--- src/design/keypad_change_event_encoder_core_assert.svh ---
// Assertion macros for the keypad change-event encoder.
// No dependencies; included by keypad_change_event_encoder_core.sv.
`ifndef KEYPAD_CHANGE_EVENT_ENCODER_CORE_ASSERT_SVH
`define KEYPAD_CHANGE_EVENT_ENCODER_CORE_ASSERT_SVH
`ifndef NO_ASSERTIONS
// Same-cycle implication under synchronous active-low reset.
`define KCE_ASSERT_NOW(label, clk, rst_n, ante, cons) \
  label: assert property (@(posedge clk) disable iff (!rst_n) (ante) |-> (cons)) \
    else $error("keypad encoder assertion failed");
// Next-cycle implication under synchronous active-low reset.
`define KCE_ASSERT_NXT(label, clk, rst_n, ante, cons) \
  label: assert property (@(posedge clk) disable iff (!rst_n) (ante) |=> (cons)) \
    else $error("keypad encoder assertion failed");
`else
`define KCE_ASSERT_NOW(label, clk, rst_n, ante, cons)
`define KCE_ASSERT_NXT(label, clk, rst_n, ante, cons)
`endif
`endif

--- src/design/kce_pkg.sv ---
// Types and constants for the keypad change-event encoder.
// No dependencies; used by keypad_change_event_encoder_core.
package kce_pkg;

  localparam int unsigned NUM_LINES = 10;

  localparam logic [7:0] CH_PRESS   = 8'h50;
  localparam logic [7:0] CH_RELEASE = 8'h52;
  localparam logic [7:0] CH_NL      = 8'h0A;
  localparam logic [7:0] DIGIT_BASE = 8'h30;
  localparam logic [7:0] BYTE_ONES  = 8'hFF;

  localparam logic KIND_SERIAL = 1'b0;
  localparam logic KIND_LATCH  = 1'b1;

  typedef enum logic [1:0] {
    PH_LEAD  = 2'd0,
    PH_DIGIT = 2'd1,
    PH_NL    = 2'd2,
    PH_LATCH = 2'd3
  } phase_t;

  typedef enum logic {
    ST_IDLE = 1'b0,
    ST_SCAN = 1'b1
  } state_t;

  typedef struct packed {
    logic [15:0] raw_first;
    logic [15:0] raw_second;
  } scan_t;

  typedef struct packed {
    logic       kind;
    logic [7:0] tx_byte;
    logic [7:0] latch_low;
    logic [7:0] latch_high;
    logic       last;
  } event_t;

endpackage

--- src/design/keypad_change_event_encoder_core.sv ---
// Keypad change-event encoder: scan debounce, change detection, event serializer.
// Depends on kce_pkg and keypad_change_event_encoder_core_assert.svh.
//
//   channel | dir | payload          | handshake
//   --------+-----+------------------+------------------------------
//   in_     | in  | scan_t (2 x 16b) | in_valid / in_stall (ours)
//   out_    | out | event_t (26b)    | out_valid / out_stall (sink)
//
// A scan is taken only in IDLE. The switch walk then visits the switches in
// order from a pair of shift registers (pressed / released) and stops after the
// highest changed switch: an unchanged switch below it emits nothing, a release
// emits three events and a press four, and the walk then returns to IDLE.
// in_stall is therefore high from when a scan is taken until the walk is back
// in IDLE, output stall time included, so no new scan is taken mid-walk.
// Reset (synchronous, rst_n low) clears the held switch state and the walk.
// out_stall holds the output register; the walk waits until it can load it.
module keypad_change_event_encoder_core #(
  parameter int NUM_SWITCHES = 10
) (
  input  logic            clk,
  input  logic            rst_n,
  input  logic            in_valid,
  output logic            in_stall,
  input  kce_pkg::scan_t  in_data,
  output logic            out_valid,
  input  logic            out_stall,
  output kce_pkg::event_t out_data
);
  import kce_pkg::*;

`include "keypad_change_event_encoder_core_assert.svh"

  // Switches above the keypad size stay in the held state but never report.
  localparam int Lim = (NUM_SWITCHES > 10) ? 10 : NUM_SWITCHES;
  localparam logic [NUM_LINES-1:0] RptMask = NUM_LINES'((1 << Lim) - 1);

  state_t                 state_r, state_nxt;
  logic [NUM_LINES-1:0]   held_r, held_nxt;
  logic [NUM_LINES-1:0]   on_sr_r, on_sr_nxt;
  logic [NUM_LINES-1:0]   off_sr_r, off_sr_nxt;
  logic [3:0]             idx_r, idx_nxt;
  phase_t                 phase_r, phase_nxt;
  logic                   out_valid_r, out_valid_nxt;
  event_t                 out_data_r, out_data_nxt;

  logic [NUM_LINES-1:0]   now_w;
  logic [NUM_LINES-1:0]   diff_w;
  logic                   out_free;
  logic                   rest_empty;
  logic                   is_press;
  phase_t                 final_ph;
  logic [15:0]            led_pat;
  logic                   emit;
  event_t                 res;
  logic [15:0]            latch_pat;
  logic                   latch_out_w;
  logic                   latch_ok_w;

  // Debounce: a switch is pressed only if both active-low samples agree.
  assign now_w      = ~in_data.raw_first[NUM_LINES-1:0] & ~in_data.raw_second[NUM_LINES-1:0];
  assign diff_w     = now_w ^ held_r;
  assign out_free   = !out_valid_r || !out_stall;
  assign rest_empty = ((on_sr_r | off_sr_r) >> 1) == '0;
  assign is_press   = on_sr_r[0];
  assign final_ph   = is_press ? PH_LATCH : PH_NL;
  assign led_pat    = 16'd1 << idx_r;

  always_comb begin
    state_nxt  = state_r;
    held_nxt   = held_r;
    on_sr_nxt  = on_sr_r;
    off_sr_nxt = off_sr_r;
    idx_nxt    = idx_r;
    phase_nxt  = phase_r;
    emit       = 1'b0;
    res        = '0;
    unique case (state_r)
      ST_IDLE: begin
        if (in_valid) begin
          // Load the change masks and take the new pattern as held state.
          held_nxt   = now_w;
          on_sr_nxt  = diff_w & now_w & RptMask;
          off_sr_nxt = diff_w & held_r & RptMask;
          idx_nxt    = '0;
          phase_nxt  = PH_LEAD;
          state_nxt  = ST_SCAN;
        end
      end
      ST_SCAN: begin
        if ((on_sr_r | off_sr_r) == '0) begin
          state_nxt = ST_IDLE;
        end else if (!on_sr_r[0] && !off_sr_r[0]) begin
          // Skip an unchanged switch.
          on_sr_nxt  = on_sr_r >> 1;
          off_sr_nxt = off_sr_r >> 1;
          idx_nxt    = idx_r + 4'd1;
        end else if (out_free) begin
          emit = 1'b1;
          unique case (phase_r)
            PH_LEAD: begin
              res.kind    = KIND_SERIAL;
              res.tx_byte = is_press ? CH_PRESS : CH_RELEASE;
            end
            PH_DIGIT: begin
              res.kind    = KIND_SERIAL;
              res.tx_byte = DIGIT_BASE + {4'd0, idx_r};
            end
            PH_NL: begin
              res.kind    = KIND_SERIAL;
              res.tx_byte = CH_NL;
            end
            PH_LATCH: begin
              res.kind       = KIND_LATCH;
              res.latch_low  = led_pat[7:0] ^ BYTE_ONES;
              res.latch_high = led_pat[15:8] ^ BYTE_ONES;
            end
            default: begin
              res = '0;
            end
          endcase
          if (phase_r == final_ph) begin
            // Advance to the next switch after the last byte of this event.
            res.last   = rest_empty;
            on_sr_nxt  = on_sr_r >> 1;
            off_sr_nxt = off_sr_r >> 1;
            idx_nxt    = idx_r + 4'd1;
            phase_nxt  = PH_LEAD;
          end else begin
            phase_nxt = phase_t'(phase_r + 2'd1);
          end
        end
      end
      default: begin
        state_nxt = ST_IDLE;
      end
    endcase
  end

  // Output register: load on emit, drop when the sink takes the transaction.
  always_comb begin
    out_valid_nxt = out_valid_r;
    out_data_nxt  = out_data_r;
    if (emit) begin
      out_valid_nxt = 1'b1;
      out_data_nxt  = res;
    end else if (!out_stall) begin
      out_valid_nxt = 1'b0;
    end
  end

  always_ff @(posedge clk) begin
    if (!rst_n) begin
      state_r     <= ST_IDLE;
      held_r      <= '0;
      on_sr_r     <= '0;
      off_sr_r    <= '0;
      idx_r       <= '0;
      phase_r     <= PH_LEAD;
      out_valid_r <= 1'b0;
    end else begin
      state_r     <= state_nxt;
      held_r      <= held_nxt;
      on_sr_r     <= on_sr_nxt;
      off_sr_r    <= off_sr_nxt;
      idx_r       <= idx_nxt;
      phase_r     <= phase_nxt;
      out_valid_r <= out_valid_nxt;
    end
  end

  always_ff @(posedge clk) begin
    out_data_r <= out_data_nxt;
  end

  assign in_stall  = (state_r != ST_IDLE);
  assign out_valid = out_valid_r;
  assign out_data  = out_data_r;

  assign latch_pat   = ~{out_data_r.latch_high, out_data_r.latch_low};
  assign latch_out_w = out_valid_r && (out_data_r.kind == KIND_LATCH);
  assign latch_ok_w  = $onehot(latch_pat) && (out_data_r.tx_byte == '0);

  // Held state only changes when a scan is taken.
  `KCE_ASSERT_NXT(a_held_stable, clk, rst_n, state_r == ST_SCAN, $stable(held_r))
  // The result flagged last leaves no pending events behind it.
  `KCE_ASSERT_NXT(a_last_drains, clk, rst_n, emit && res.last, (on_sr_r | off_sr_r) == '0)
  // A latch write lights exactly one LED and carries no serial byte.
  `KCE_ASSERT_NOW(a_latch_onehot, clk, rst_n, latch_out_w, latch_ok_w)

endmodule

--- config.mk ---
export PLATFORM = sky130hd
export DESIGN_NAME = keypad_change_event_encoder_core
export DESIGN_NICKNAME = d
export VERILOG_FILES = /design/src/design/kce_pkg.sv /design/src/design/keypad_change_event_encoder_core.sv
export VERILOG_INCLUDE_DIRS = /design/src /design/src/design
export SDC_FILE = /design/constraint.sdc
export NUM_CORES = 1
export LEC_CHECK = 0
export ABC_AREA = 1
export BUFFER_PORTS_ARGS = -buffer_cell sky130_fd_sc_hd__buf_4
export CORE_MARGIN = 10
export CORE_UTILIZATION = 30
export DETAILED_ROUTE_END_ITERATION = 8
export SYNTH_ARGS = -nofsm -noshare
export SYNTH_HDL_FRONTEND = slang
export SYNTH_SLANG_ARGS = --single-unit
--- constraint.sdc ---
create_clock -name clk -period 1.8 [get_ports clk]
set_input_delay 0.54 -clock clk [delete_from_list [all_inputs] [get_ports clk]]
set_output_delay 0.54 -clock clk [all_outputs]
set_load 0.005 [all_outputs]
==> qor.yml <==
worst_hold_path:
  hp-start: "held_r[8]"
  worstHoldPathType: "reg2reg"
global_route:
  grt_pass1_vias: 2611
  antenna_found_initial: 0
  track_usage_pct: 9.86
  overflow: 0
  grt_max_degree: 38
  grt_pass1_wl_um: 12000
clocking:
  post-cts-setup-buffers: 0
  cts_buffers: 9
  cts_resized: 0
  htree_levels: 3
  path_clk_slew_ns: 0.07
  clk_path_buf_depth: 2
  cts_tree: "done"
  clock_latency_ns: 0.34
  clock_sinks: 63
  cts-root-buf: "clkbuf_8"
  cts_hold_buf: 0
pwr:
  p_per_area_nw_per_um2: 960
  total_leakage_power_nw: 1.78
  netSwitchingPower_mw: 1.09
  pwr-share-seq_pct: 44.8
  combPwrFrac_pct: 20.2
  intPower_mw: 2.71
  swShare_pct: 28.7
  peakVddDrop_mv: 0.512
  clkPwrFrac_pct: 35.0
synth:
  ys_ff_latch: 63
  synth.distinct_cells: 30
  syn-num-nets: 456
  async_reset_ff_share_pct: 0
  avgSynthCellArea_um2: 7.77
  synthFlopType: "dfxtp_1"
  syn_inst: 408
  seq_area_frac_synth_pct: 47.7
  syn_area_um2: 3170
  yosysWarningCount: 0
  synth_edf_count: 25
critical_path:
  crit_start: "in_stall"
  worst_setup_path_end_kind: "output pin"
  cp_max_fo: 29
  startpoint_type: "register"
  crit_arrival_ns: 1.19
  critPathKind: "reg2out"
  crit_required_ns: 1.26
  r2r-start: "in_stall"
timing:
  hold_viol: 0
  drv_slew: 0
  fin_skew_ns: 0.00878
  final.min_clock_period_ns: 1.73
  grt_setup_unrepaired: "false"
  setup_tns_ns: 0
  max_freq_ghz: 0.577
  whs_ns: 0.476
  setup_viol: 0
  post-route-period-util_pct: 96.3
layout:
  final_area_um2: 3950
  stdcell_count: 603
  final_util_pct: 38.3
  drive_gt1_share_pct: 19.5
  syn2layout_area_growth_pct: 24.6
  layout_commonest_cell: "nor2_1"
  final_cell_mix: "nor2_1 (84), nand2_1 (76), buf_4 (61)"
  num_antenna_cells: 0
  fin_nets: 510
run:
  maxCapViolCount: 0
run_status:
  status: "finished clean"
detailed_routing:
  via_count: 2711
  ant_nets: 0
  totalWireLength_um: 7200
  detail_route.vias_per_cell: 4.50
  drc: 0
  routedWlPerCell_um: 11.9
  drt_first_iter_violations: 169
  dr.pass1.iters: 4
placement:
  postPlaceCellArea_um2: 3740
  io_buffer_count: 50
  placed_cells: 587
  globalplace.congestion: 0.768
  dpl.hpwl_um: 5130
floorplanning:
  die_area_um2: 15100
  die_w_um: 123
  die_h_um: 123
  io_pins: 64
  std_cell_rows: 37
  start_util_pct: 30.7
  core-area_um2: 10300
==> cells by family (layout without fill, tap and decap cells) <==
family / Yosys count / count (layout) / synth area share (%)
and+or+nand+nor: 201 / 201 / 27.5
buffers and inverters: 76 / 135 / 9.91
DFF: 63 / 63 / 47.7
AOI/OAI and AO/OA: 55 / 55 / 10.1
adders and majority gates: 12 / 12 / 4.74
other: 1 / 1 / 0.118
==> through the flow <==
step / power (mW) / setup WS, ns
floorplan: 2.24 / 0.103
global placement: 2.49 / 0.160
detailed placement: 2.50 / 0.134
CTS: 3.84 / 0.0512
global route: 4.03 / 0.0190
finish: 3.79 / 0.0663
==> flip-flops by register name, summed over array words and instances, names as in the netlist <==
name / flops
on_sr_r: 10
out_data: 25
off_sr_r: 10
out_valid: 1
held_r: 10
phase_r: 2
idx_r: 4
in_stall: 1
==> worst paths after layout <==
path | endpoint | slack, ns | cells past startpoint
setup / recovery | in_stall | 0.07 | 2
hold reg to reg | held_r[8] | 0.48 | 2
hold / removal | held_r[8] | 0.48 | 2
setup reg to reg | out_data[8] | 0.22 | 5
==> worst max-delay path: stages, from the launching register on <==
cell and delay (ns):
dfxtp_1 0.48, buf_12 0.23, buf_4 0.14
==> cell type report <==
cell class                      instances  area, µm²
Fill cell                            1083       6370
Sequential cell                        63       1510
Multi-Input combinational cell        269       1350
Timing Repair Buffer                   63        498
Inverter                               56        214
Tap cell                              136        170
Clock buffer                           10        128
Clock inverter                          6       85.1
==> synthesized netlist by cell type, types with 7 or more instances <==
master / instances / share of area [%]
a21oi_1: 17 / 2.7
nor2_1: 84 / 9.9
inv_1: 52 / 6.2
o21ai_0: 13 / 2.1
nand3_1: 7 / 1.1
edfxtp_1: 25 / 24
ha_1: 12 / 4.7
a31oi_1: 12 / 2.4
nand2_1: 76 / 9.0
clkbuf_1: 8 / 0.95
nand4_1: 17 / 3.4
a22oi_1: 8 / 1.9
dfxtp_1: 38 / 24
==> power groups by stage <==
stage          clock, mW  sequential, mW  combinational [mW]
2_1_floorplan          0            1.72               0.524
3_3_place_gp           0            1.73               0.763
3_5_place_dp           0            1.73               0.772
4_1_cts             1.36            1.70               0.777
5_1_grt             1.42            1.72               0.889
6_report            1.33            1.70               0.766
==> metal layers <==
metal	routed length, µm	track usage [%]	part of all wire [%]
met5	0	0	0
met4	68	2.87	0.94
met3	559	4.18	7.8
met2	3260	15.4	45
met1	3310	12.1	46
No activity file was read; power rests on OpenSTA's default activity.
